## config.mk

```make
export PLATFORM = sky130hd
export DESIGN_NAME = time_slice_priority_scheduler
export DESIGN_NICKNAME = d
export VERILOG_FILES = /design/src/design/tsps_pkg.sv /design/src/design/time_slice_priority_scheduler.sv /design/src/design/tsps_ram.sv /design/src/design/tsps_pick.sv
export SDC_FILE = /design/constraint.sdc
export NUM_CORES = 1
export LEC_CHECK = 0
export BUFFER_PORTS_ARGS = -buffer_cell sky130_fd_sc_hd__buf_2
export CORE_ASPECT_RATIO = 1.75
export CORE_MARGIN = 1
export CORE_UTILIZATION = 30
export DETAILED_ROUTE_END_ITERATION = 10
export PLACE_DENSITY = 0.49
export SETUP_SLACK_MARGIN = 0.15
export SYNTH_ARGS = -nofsm -noshare
export SYNTH_HDL_FRONTEND = slang
export SYNTH_SLANG_ARGS = --single-unit
export TNS_END_PERCENT = 10
```

## constraint.sdc

```tcl
create_clock -name clk_i -period 2.9 [get_ports clk_i]
set_input_delay 0.29 -clock clk_i [delete_from_list [all_inputs] [get_ports clk_i]]
set_output_delay 0.29 -clock clk_i [all_outputs]
set_load 0.005 [all_outputs]
```

## src/design/tsps_pkg.sv

```systemverilog
// Shared constants for the time slice priority scheduler.
package tsps_pkg;

  localparam int unsigned TASK_COUNT_DEF = 16;

  localparam int unsigned CMD_W   = 1;
  localparam int unsigned TASK_W  = 4;
  localparam int unsigned COUNT_W = 4;

  localparam logic [CMD_W-1:0] CMD_TICK     = 1'b0;
  localparam logic [CMD_W-1:0] CMD_SET_PRIO = 1'b1;

  // Priority of a task that has never been written.
  localparam logic [COUNT_W-1:0] PRIO_RESET = COUNT_W'(1);

endpackage

```

## src/design/time_slice_priority_scheduler.sv

```systemverilog
// A tick that leaves the running task with time left, and a priority write, give their word
// in the cycle after start. A tick that reschedules gives its word after a scan of the table,
// or after a scan and a refill pass when the counters are refilled.
// Throughput: one command at a time; busy stays high for the whole scan and refill.
// Reset (rst_ni low, asynchronous): idle task running, all counters zero, all priorities one.
// The receiver cannot stall: res_valid_o is high for exactly one cycle per command.
module time_slice_priority_scheduler #(
  parameter int unsigned TASK_COUNT = tsps_pkg::TASK_COUNT_DEF
) (
  input  logic                           clk_i,
  input  logic                           rst_ni,
  input  logic                           start,
  output logic                           busy,
  input  logic [tsps_pkg::CMD_W-1:0]     cmd_i,
  input  logic [tsps_pkg::TASK_W-1:0]    task_index_i,
  input  logic [tsps_pkg::COUNT_W-1:0]   priority_value_i,
  output logic                           res_valid_o,
  output logic [tsps_pkg::TASK_W-1:0]    running_task_o,
  output logic                           switched_o,
  output logic                           refilled_o,
  output logic [tsps_pkg::COUNT_W-1:0]   slice_left_o
);

  localparam int unsigned IDX_W = $clog2(TASK_COUNT);
  localparam int unsigned CW    = tsps_pkg::COUNT_W;
  localparam logic [IDX_W-1:0] LAST_IDX  = IDX_W'(TASK_COUNT - 1);
  localparam logic [IDX_W-1:0] FIRST_IDX = IDX_W'(1);

  // Sequencer states.
  localparam logic [1:0] ST_IDLE   = 2'd0;
  localparam logic [1:0] ST_SCAN   = 2'd1;
  localparam logic [1:0] ST_REFILL = 2'd2;

  logic [1:0]       state_q, state_d;
  logic [IDX_W-1:0] ptr_q, ptr_d;          // next table entry to read
  logic             issue_q, issue_d;      // a read is issued this cycle
  logic             rd_en_q;               // read data is valid this cycle
  logic [IDX_W-1:0] rd_idx_q;              // entry that the read data belongs to
  logic             rd_cvld_q, rd_pvld_q;  // entry had been written when read
  logic [IDX_W-1:0] best_idx_q;
  logic [CW-1:0]    best_val_q;
  logic [IDX_W-1:0] run_q, run_d;          // running task
  logic [CW-1:0]    run_cnt_q, run_cnt_d;  // its remaining slice, mirrors the table

  logic [TASK_COUNT-1:0] cnt_vld_q, prio_vld_q;

  // Result word.
  logic             res_valid_q, res_valid_d;
  logic [IDX_W-1:0] res_task_q, res_task_d;
  logic             res_sw_q, res_sw_d;
  logic             res_rf_q, res_rf_d;
  logic [CW-1:0]    res_slice_q, res_slice_d;

  logic             accept;
  logic             prio_we;
  logic [IDX_W-1:0] set_addr;
  logic             cnt_we;
  logic [IDX_W-1:0] cnt_waddr;
  logic [CW-1:0]    cnt_wdata;
  logic [CW-1:0]    cnt_rdata, prio_rdata;
  logic [CW-1:0]    cval, pval, cand_val;
  logic [IDX_W-1:0] nxt_idx;
  logic [CW-1:0]    nxt_val;
  logic             scan_last;
  logic [CW-1:0]    dec_cnt;

  assign busy     = (state_q != ST_IDLE);
  assign accept   = start && !busy;
  assign set_addr = IDX_W'(task_index_i);

  // Drop writes to the idle task and to indexes past the table.
  assign prio_we = accept && (cmd_i == tsps_pkg::CMD_SET_PRIO)
                   && (task_index_i != '0)
                   && (32'(task_index_i) < 32'(TASK_COUNT));

  tsps_ram #(
    .WIDTH (CW),
    .DEPTH (TASK_COUNT)
  ) u_cnt_ram (
    .clk_i   (clk_i),
    .we_i    (cnt_we),
    .waddr_i (cnt_waddr),
    .wdata_i (cnt_wdata),
    .raddr_i (ptr_q),
    .rdata_o (cnt_rdata)
  );

  tsps_ram #(
    .WIDTH (CW),
    .DEPTH (TASK_COUNT)
  ) u_prio_ram (
    .clk_i   (clk_i),
    .we_i    (prio_we),
    .waddr_i (set_addr),
    .wdata_i (priority_value_i),
    .raddr_i (ptr_q),
    .rdata_o (prio_rdata)
  );

  // Unwritten entries read as their reset values.
  assign cval     = rd_cvld_q ? cnt_rdata : '0;
  assign pval     = rd_pvld_q ? prio_rdata : tsps_pkg::PRIO_RESET;
  // The refill pass writes the priorities and picks from them in the same sweep,
  // which is exactly the rescan over the reloaded counters.
  assign cand_val = (state_q == ST_REFILL) ? pval : cval;

  tsps_pick #(
    .IDX_W (IDX_W)
  ) u_pick (
    .en_i       (rd_en_q),
    .cand_idx_i (rd_idx_q),
    .cand_val_i (cand_val),
    .best_idx_i (best_idx_q),
    .best_val_i (best_val_q),
    .best_idx_o (nxt_idx),
    .best_val_o (nxt_val)
  );

  assign scan_last = rd_en_q && (rd_idx_q == LAST_IDX);
  assign dec_cnt   = run_cnt_q - CW'(1);

  // Sequencer.
  always_comb begin
    state_d     = state_q;
    ptr_d       = ptr_q;
    issue_d     = 1'b0;
    run_d       = run_q;
    run_cnt_d   = run_cnt_q;
    res_valid_d = 1'b0;
    res_task_d  = res_task_q;
    res_sw_d    = res_sw_q;
    res_rf_d    = res_rf_q;
    res_slice_d = res_slice_q;
    cnt_we      = 1'b0;
    cnt_waddr   = run_q;
    cnt_wdata   = dec_cnt;

    case (state_q)
      ST_IDLE: begin
        if (accept) begin
          if (cmd_i == tsps_pkg::CMD_SET_PRIO) begin
            res_valid_d = 1'b1;
            res_task_d  = run_q;
            res_sw_d    = 1'b0;
            res_rf_d    = 1'b0;
            res_slice_d = run_cnt_q;
          end else if (run_cnt_q > CW'(1)) begin
            // Still time left after the decrement: keep the task.
            cnt_we      = 1'b1;
            run_cnt_d   = dec_cnt;
            res_valid_d = 1'b1;
            res_task_d  = run_q;
            res_sw_d    = 1'b0;
            res_rf_d    = 1'b0;
            res_slice_d = dec_cnt;
          end else begin
            cnt_we    = (run_cnt_q != '0);
            run_cnt_d = '0;
            state_d   = ST_SCAN;
            ptr_d     = FIRST_IDX;
            issue_d   = 1'b1;
          end
        end
      end

      ST_SCAN, ST_REFILL: begin
        if (issue_q) begin
          ptr_d   = ptr_q + IDX_W'(1);
          issue_d = (ptr_q != LAST_IDX);
        end
        if (state_q == ST_REFILL) begin
          cnt_we    = rd_en_q;
          cnt_waddr = rd_idx_q;
          cnt_wdata = pval;
        end
        if (scan_last) begin
          if ((state_q == ST_SCAN) && (nxt_val == '0)) begin
            // Every counter is empty: reload and pick again.
            state_d = ST_REFILL;
            ptr_d   = FIRST_IDX;
            issue_d = 1'b1;
          end else begin
            state_d     = ST_IDLE;
            res_valid_d = 1'b1;
            res_rf_d    = (state_q == ST_REFILL);
            // With all priorities zero the running task stays, and its count is zero.
            if (nxt_val != '0) begin
              run_d = nxt_idx;
            end
            run_cnt_d   = nxt_val;
            res_task_d  = (nxt_val != '0) ? nxt_idx : run_q;
            res_sw_d    = (nxt_val != '0) && (nxt_idx != run_q);
            res_slice_d = nxt_val;
          end
        end
      end

      default: begin
        state_d = ST_IDLE;
      end
    endcase
  end

  always_ff @(posedge clk_i or negedge rst_ni) begin
    if (!rst_ni) begin
      state_q     <= ST_IDLE;
      ptr_q       <= FIRST_IDX;
      issue_q     <= 1'b0;
      rd_en_q     <= 1'b0;
      run_q       <= '0;
      run_cnt_q   <= '0;
      res_valid_q <= 1'b0;
      cnt_vld_q   <= '0;
      prio_vld_q  <= '0;
    end else begin
      state_q     <= state_d;
      ptr_q       <= ptr_d;
      issue_q     <= issue_d;
      rd_en_q     <= issue_q;
      run_q       <= run_d;
      run_cnt_q   <= run_cnt_d;
      res_valid_q <= res_valid_d;
      if (cnt_we) begin
        cnt_vld_q[cnt_waddr] <= 1'b1;
      end
      if (prio_we) begin
        prio_vld_q[set_addr] <= 1'b1;
      end
    end
  end

  // Payload registers: no reset needed.
  always_ff @(posedge clk_i) begin
    rd_idx_q    <= ptr_q;
    rd_cvld_q   <= cnt_vld_q[ptr_q];
    rd_pvld_q   <= prio_vld_q[ptr_q];
    res_task_q  <= res_task_d;
    res_sw_q    <= res_sw_d;
    res_rf_q    <= res_rf_d;
    res_slice_q <= res_slice_d;
    if (state_d == ST_IDLE || state_d != state_q) begin
      best_idx_q <= '0;
      best_val_q <= '0;
    end else begin
      best_idx_q <= nxt_idx;
      best_val_q <= nxt_val;
    end
  end

  assign res_valid_o    = res_valid_q;
  assign running_task_o = tsps_pkg::TASK_W'(res_task_q);
  assign switched_o     = res_sw_q;
  assign refilled_o     = res_rf_q;
  assign slice_left_o   = res_slice_q;

  // A priority write answers on the next cycle with neither flag set.
  assert property (@(posedge clk_i) disable iff (!rst_ni)
    (accept && (cmd_i == tsps_pkg::CMD_SET_PRIO)) |=> (res_valid_o && !switched_o && !refilled_o))
    else $error("priority write did not answer in one cycle");

  // A result word only leaves once the sequencer is back at rest.
  assert property (@(posedge clk_i) disable iff (!rst_ni)
    res_valid_o |-> (state_q == ST_IDLE))
    else $error("result word while sequencer busy");

  // A switch flag means the running task really changed on that edge.
  assert property (@(posedge clk_i) disable iff (!rst_ni)
    (res_valid_o && switched_o) |-> (run_q != $past(run_q)))
    else $error("switch reported without a task change");

  // The running count mirrors the word reported last.
  assert property (@(posedge clk_i) disable iff (!rst_ni)
    res_valid_o |-> (slice_left_o == run_cnt_q))
    else $error("reported slice differs from running count");

endmodule

```

## src/design/tsps_ram.sv

```systemverilog
// Generic single write port, single read port RAM with registered read data.
module tsps_ram #(
  parameter int unsigned WIDTH = 4,
  parameter int unsigned DEPTH = 16
) (
  input  logic                     clk_i,
  input  logic                     we_i,
  input  logic [$clog2(DEPTH)-1:0] waddr_i,
  input  logic [WIDTH-1:0]         wdata_i,
  input  logic [$clog2(DEPTH)-1:0] raddr_i,
  output logic [WIDTH-1:0]         rdata_o
);

  logic [WIDTH-1:0] mem_q [DEPTH];

  always_ff @(posedge clk_i) begin
    if (we_i) begin
      mem_q[waddr_i] <= wdata_i;
    end
    rdata_o <= mem_q[raddr_i];
  end

endmodule

```

## src/design/tsps_pick.sv

```systemverilog
// Compare and select unit: keeps the largest slice count seen, first index wins.
module tsps_pick #(
  parameter int unsigned IDX_W = 4
) (
  input  logic                           en_i,
  input  logic [IDX_W-1:0]               cand_idx_i,
  input  logic [tsps_pkg::COUNT_W-1:0]   cand_val_i,
  input  logic [IDX_W-1:0]               best_idx_i,
  input  logic [tsps_pkg::COUNT_W-1:0]   best_val_i,
  output logic [IDX_W-1:0]               best_idx_o,
  output logic [tsps_pkg::COUNT_W-1:0]   best_val_o
);

  logic take;

  // Strictly greater, so an equal count later in the scan never wins.
  assign take       = en_i && (cand_val_i > best_val_i);
  assign best_idx_o = take ? cand_idx_i : best_idx_i;
  assign best_val_o = take ? cand_val_i : best_val_i;

endmodule

```

* Word level (Yosys, flattened, before mapping) *
Memory sizes are Yosys's and may differ from the RTL's. A register that Yosys moved wholly into a read port is not among the register bits.
Index checks and enable logic that the tools add are counted.
W data, S select, Z words.

cells by class
  add/subtract/negate cells = 2
  multiply operators = 0
  divide/modulo/power cells = 0
  order comparisons = 7
  eq/ne operators = 12
  shift operators = 0
  multiplexer cells = 78
  bitwise logic cells = 3
  reductions and logical operators = 24

operators by type and width
  kind                   number
  $mux W4                29
  $or A16 B16 Y16        2
  $pmux W4 S2            4
  $mux W1                30
  $lt A4 B5 Y1 const B   3
  $reduce_bool A4 Y1     3
  $mux W2                5
  $ne A2 B2 Y1 const B   5
  $pmux W1 S2            5
  $reduce_and A5 Y1      2
  $logic_and A1 B1 Y1    9
  $bmux W1 S4            2
  $demux W1 S4           2
  $ge A4 B1 Y1 const B   2
  $add A4 B1 Y4 const B  1
  $eq A4 B4 Y1 const B   1
  $gt A4 B1 Y1 const B   1
  $gt A4 B4 Y1           1
  $logic_not A2 Y1       2
  $logic_not A4 Y1       1
  $ne A4 B4 Y1           1
  $ne A4 B4 Y1 const B   1
  $pmux W2 S2            1
  $reduce_and A4 Y1      1
  other kinds (11)       12

word-level totals
  flip-flop bits (word level) = 73
  bits in latches = 0
  memory bits (writable) = 128
  bits in read-only memories = 0
  input bits = 12
  output and inout bits = 12
  word-level logic and storage cells = 146
  memories = 2

memory list
  memory            words  width  read ports  clocked after Yosys merged registers in  write ports  line            source
  u_cnt_ram.mem_q   16     4      1           1                                        1            tsps_ram.sv:14  logic [WIDTH-1:0] mem_q [DEPTH];
  u_prio_ram.mem_q  16     4      1           1                                        1            tsps_ram.sv:14

* Longest topological paths before layout *
  depth after elaboration = 12
  gate-level depth with buffers = 14
  depth with buffers taken out = 13

* Modules after synthesis *
A second synthesis with hierarchy kept.

second synthesis, totals
  cell total of the unflattened synthesis = 601
  area total of the unflattened synthesis = 9127.5 µm²

by module, submodules not included
  module                         times used  cells an instance  area an instance (µm²)  seq. area each (µm²)
  tsps_ram                       2           130                2666.3                  2001.9
  time_slice_priority_scheduler  1           319                3589.7                  1808.0
  tsps_pick                      1           22                 205.2                   0.0

* Worst setup path after synthesis *
No wires, ideal clock.

  path type = flip-flop to flip-flop
  from = register state_q[0]
  to = register res_rf_q (netlist: refilled_o), enable pin
  setup time = 0.383 ns
  arrival time = 2.771 ns
  required time = 2.517 ns
  setup slack = -0.255 ns
  stages on the path, launching flop included = 10
  buffers on the path = 0
  period minus slack after synthesis = 3.155 ns
  cells stage by stage = dfrtp_1 inv_1 ha_1 o21ai_0 ha_1 o21ai_0 a21oi_1 o211ai_2 mux2_2 a31oi_1

on the way
  longest elaborated chain between the ends = 9
  elaborated cells on any way between the ends = 19
  those cells by class = order compare (1); eq/ne (6); mux (2); reduce/logical (10)

RTL lines
  what                                    line                                                                        source
  start: declaration                      time_slice_priority_scheduler.sv:34                                         logic [1:0] state_q, state_d;
  start signal: assignment                time_slice_priority_scheduler.sv:216                                        state_q <= state_d;
  $eq A2 B2 Y1                            time_slice_priority_scheduler.sv:105, time_slice_priority_scheduler.sv:138
  $mux W4                                 time_slice_priority_scheduler.sv:105                                        assign cand_val = (state_q == ST_REFILL) ? pval : cval;
  $gt A4 B4 Y1                            tsps_pick.sv:17                                                             assign take = en_i && (cand_val_i > best_val_i);
  $logic_and A1 B1 Y1                     tsps_pick.sv:17
  $mux W4                                 tsps_pick.sv:19                                                             assign best_val_o = take ? cand_val_i : best_val_i;
  $logic_not A4 Y1                        time_slice_priority_scheduler.sv:177                                        if ((state_q == ST_SCAN) && (nxt_val == '0)) begin
  $logic_and A1 B1 Y1                     time_slice_priority_scheduler.sv:177
  $ne A2 B2 Y1 (no source line)           -
  $reduce_and A5 Y1 (no source line) (*)  -
  end signal: assignment                  time_slice_priority_scheduler.sv:239                                        res_rf_q <= res_rf_d;
  end: declaration                        time_slice_priority_scheduler.sv:51                                         logic res_rf_q, res_rf_d;

Mark *: on every way between the ends. The rest lies on a longest branch, timed or not.
A chain may end at the register's enable or synchronous reset.

* Final worst setup path *
  from = register state_q[0]
  to = register run_cnt_q[1]

on the way
  longest elaborated chain between the ends = 9
  elaborated cells on any way between the ends = 22
  those cells by class = order compare (1); eq/ne (6); mux (5); reduce/logical (10)

RTL lines
  what                                line                                                                        source
  $eq A2 B2 Y1                        time_slice_priority_scheduler.sv:105, time_slice_priority_scheduler.sv:138
  $mux W4                             time_slice_priority_scheduler.sv:105
  $gt A4 B4 Y1                        tsps_pick.sv:17
  $logic_and A1 B1 Y1                 tsps_pick.sv:17
  $mux W4                             tsps_pick.sv:19
  $logic_not A4 Y1                    time_slice_priority_scheduler.sv:177
  $logic_and A1 B1 Y1                 time_slice_priority_scheduler.sv:177
  $ne A2 B2 Y1 (no source line)       -
  $reduce_and A5 Y1 (no source line)  -
  end signal: assignment              time_slice_priority_scheduler.sv:221                                        run_cnt_q <= run_cnt_d;
  end: declaration                    time_slice_priority_scheduler.sv:43                                         logic [CW-1:0] run_cnt_q, run_cnt_d;

Several ways; a longest one is shown, not always the timed one. The select of a mux whose other input is x is not followed.

==> flow_metrics.env <==
export IMPL_htreeDepth=1
export IMPL_power_density_nw_per_um2=779
export IMPL_whs_endpoint="u_prio_ram.mem_q[3][0]$_DFFE_PP_"
export IMPL_dp_hpwl_um=13700
export IMPL_root_buffer="clkbuf_16"
export IMPL_clkLatencyLatePin_ns=0.51
export IMPL_synth_xor_area_share=0.00807
export IMPL_grt_max_degree=46
export IMPL_rrSetupSlack_ns=0.09
export IMPL_syn_inst=574
export IMPL_reg2reg_depth=14
export IMPL_synth_top_family_by_area="multiplexers"
export IMPL_start_util=0.304
export IMPL_place_gp_congestion=0.817
export IMPL_ys_ff_latch=209
export IMPL_muxShareOfSynthArea=0.139
export IMPL_clk_pin_slew_worst_paths_ns=0.07
export IMPL_die_h_um=227
export IMPL_yosys_warnings=0
export IMPL_die_area_um2=29700
export IMPL_cts_made_buffers=20
export IMPL_grtUsageTotal=0.144
export IMPL_port_buffers=23
export IMPL_die_w_um=131
export IMPL_whs_path_depth=1
export IMPL_drc=0
export IMPL_antenna_found_initial=0
export IMPL_dr_pass1_iters=7
export IMPL_status="finished, final reports clean"
export IMPL_first_iter_violations=383
export IMPL_rsz0062_at_grt="yes"
export IMPL_required_ns=3.29
export IMPL_core_um2=28500
export IMPL_setup_tns_ns=0
export IMPL_synth_edf_count=138
export IMPL_yosys_area_share_simple=0.0906
export IMPL_num_rows=82
export IMPL_worst_slew_pin_slew_ns=1.04
export IMPL_period_share=0.969
export IMPL_ant_nets=0
export IMPL_ioPinCount=24
export IMPL_fmax_ghz=0.356
export IMPL_cp_start_kind="register"
export IMPL_synth_compound_area_share=0.0555
export IMPL_synth_area_um2=8680
export IMPL_path_class="reg -> reg"
export IMPL_dr_total_vias=5009
export IMPL_wire_per_inst_um=19.5
export IMPL_worstHoldStart="priority_value_i[0]"
export IMPL_syn2layout_area_growth_pct=20.7
export IMPL_power_frac_seq=0.479
export IMPL_ys_flop_type="edfxtp_1"
export IMPL_synthAdderAreaFrac=0.0159
export IMPL_p_int_mw=5.94
export IMPL_arrival_ns=3.21
export IMPL_slew_headroom=0.304
export IMPL_finClkSkew_ns=0.0146
export IMPL_vias_per_cell=4.84
export IMPL_maxCapViolations=0
export IMPL_synth_avg_cell_area_um2=15.1
export IMPL_layout_drive_gt1_share=0.331
export IMPL_yosysSeqAreaShare=0.669
export IMPL_cp_end_kind="register"
export IMPL_fin_nets=665
export IMPL_grt_pass1_wl_um=31500
export IMPL_final_common_cell="edfxtp_1"
export IMPL_wl_um=20200
export IMPL_netlist_cell_type_count=48
export IMPL_timing_rr_end="run_cnt_q[1]$_DFFE_PN0P_"
export IMPL_switching_share=0.272
export IMPL_cts_sinks=209
export IMPL_leakagePower_nw=3.79
export IMPL_reg2reg_from="state_q[0]$_DFF_PN0_"
export IMPL_pwr_share_comb=0.185
export IMPL_min_period_ns=2.81
export IMPL_switching_power_mw=2.22
export IMPL_vdd_ir_drop_max_mv=0.500
export IMPL_first_global_vias=5359
export IMPL_final_hold_violation_count=0
export IMPL_cp_max_fo=7
export IMPL_antenna_cells=0
export IMPL_final_cell_mix="edfxtp_1, nor2_1, mux4_2, dfrtp_1, buf_4"
export IMPL_clk_path_buf_depth=3
export IMPL_grt_ovfl_total=0
export IMPL_finalMaxSlewViolations=0
export IMPL_min_delay_path_class="in -> reg"
export IMPL_final_core_util=0.368
export IMPL_async_flop_share=0.234
export IMPL_p_clk_frac=0.336
export IMPL_finalSetupViolations=0
export IMPL_cts_tree="done"
==> cell families after synthesis <==
| group | Yosys count |
|---|---|
| other | 1 |
| flip-flops | 209 |
| multiplexers | 58 |
| AO/OA/AOI/OAI | 76 |
| AND/OR/NAND/NOR | 164 |
| adder cells (fa/ha/maj) | 11 |
| XOR/XNOR | 8 |
| buffers and inverters | 47 |
==> Yosys cell counts (2+ instances only) <==
cell | count | share of area
buf_2 | 3 | 0.0017
nand4_1 | 4 | 0.0029
clkbuf_1 | 21 | 0.0091
nor3_1 | 9 | 0.0052
mux4_2 | 50 | 0.13
nor4_1 | 3 | 0.0022
or3_1 | 3 | 0.0022
nand2_1 | 34 | 0.015
o21ai_0 | 27 | 0.016
nor2_1 | 57 | 0.025
xor2_1 | 3 | 0.0030
nand3_1 | 6 | 0.0035
a21oi_1 | 19 | 0.011
buf_1 | 2 | 0.00087
a31oi_1 | 7 | 0.0050
a21o_1 | 2 | 0.0017
ha_1 | 11 | 0.016
dfrtp_1 | 48 | 0.14
mux2_2 | 3 | 0.0039
o21a_1 | 2 | 0.0017
a22o_1 | 2 | 0.0020
or2_2 | 32 | 0.023
xnor2_1 | 5 | 0.0050
inv_1 | 21 | 0.0091
edfxtp_1 | 138 | 0.48
nor2b_1 | 4 | 0.0029
dfxtp_1 | 22 | 0.051
nand2b_1 | 9 | 0.0065
mux2i_1 | 5 | 0.0058
a32o_1 | 4 | 0.0046
==> state kept, by name (all words and copies together) (netlist names), 16 cells and up <==
signal and flops:
cnt_vld_q 16, u_cnt_ram.mem_q 64, u_prio_ram.mem_q 64, prio_vld_q 16
==> worst max path at each step <==
stage                              start                           to
finish              state_q[0]$_DFF_PN0_     run_cnt_q[1]$_DFFE_PN0P_
global route        state_q[0]$_DFF_PN0_     run_cnt_q[1]$_DFFE_PN0P_
CTS                 state_q[0]$_DFF_PN0_     run_cnt_q[1]$_DFFE_PN0P_
detailed placement  state_q[0]$_DFF_PN0_  running_task_o[3]$_DFFE_PP_
global placement    state_q[0]$_DFF_PN0_  running_task_o[1]$_DFFE_PP_
floorplan           state_q[0]$_DFF_PN0_     run_cnt_q[3]$_DFFE_PN0P_
==> area by class of cell <==
type                            instances  area, um^2
Fill cell                            2745       18000
Sequential cell                       209        5810
Multi-Input combinational cell        321        2910
Clock buffer                           23         533
Timing Repair Buffer                   69         523
Tap cell                              378         473
Clock inverter                         13         153
Inverter                               21        78.8
==> power groups by stage <==
stage / Combinational [mW] / Sequential [mW] / Clock, mW
6_report: 1.51 / 3.91 / 2.74
5_1_grt: 1.65 / 3.96 / 2.91
4_1_cts: 1.52 / 3.92 / 2.82
3_5_place_dp: 1.44 / 3.98 / 0
3_3_place_gp: 1.41 / 3.97 / 0
2_1_floorplan: 0.950 / 3.84 / 0
==> repair_timing <==
action	in CTS	in global routing
gates resized for setup	25	12
hold endpoints to repair	19	0
buffers inserted	11	6
pin swaps	9	7
hold buffers	1	0
endpoints found under the setup margin	36	37
cloned	0	0
==> critical path, cell delays in order, from the launching register on <==
cell	delay [ns]
dfrtp_1	0.38
inv_2	0.09
ha_4	0.19
nand3_1	0.15
o21ai_4	0.11
ha_4	0.22
o21ai_2	0.19
a21oi_4	0.05
o211ai_4	0.29
buf_6	0.14
mux2_4	0.33
a31oi_4	0.17
buf_6	0.14
o211ai_1	0.10
o21a_1	0.13
==> routing by layer <==
metal	GRT usage	up-vias	wire, um	share of wire
met4	0.0734	0	878	0.043
met1	0.154	2581	7300	0.36
met3	0.0165	44	539	0.027
met5	0	-	0	0
li1	-	2281	-	-
met2	0.271	103	11500	0.57
==> per-stage QoR <==
step	setup WS (ns)	std cells	cell area [um^2]	hold WS, ns	power (mW)
4_1_cts	0.123	1028	10400	0.158	8.26
3_3_place_gp	0.00508	980	9470	0.362	5.39
5_1_grt	-0.0160	1034	10500	0.165	8.53
2_1_floorplan	0.183	577	8750	-0.00559	4.79
3_5_place_dp	-0.0533	980	9470	0.376	5.42
6_report	0.0889	1034	10500	0.173	8.16
No activity file was read; power rests on OpenSTA's default activity.
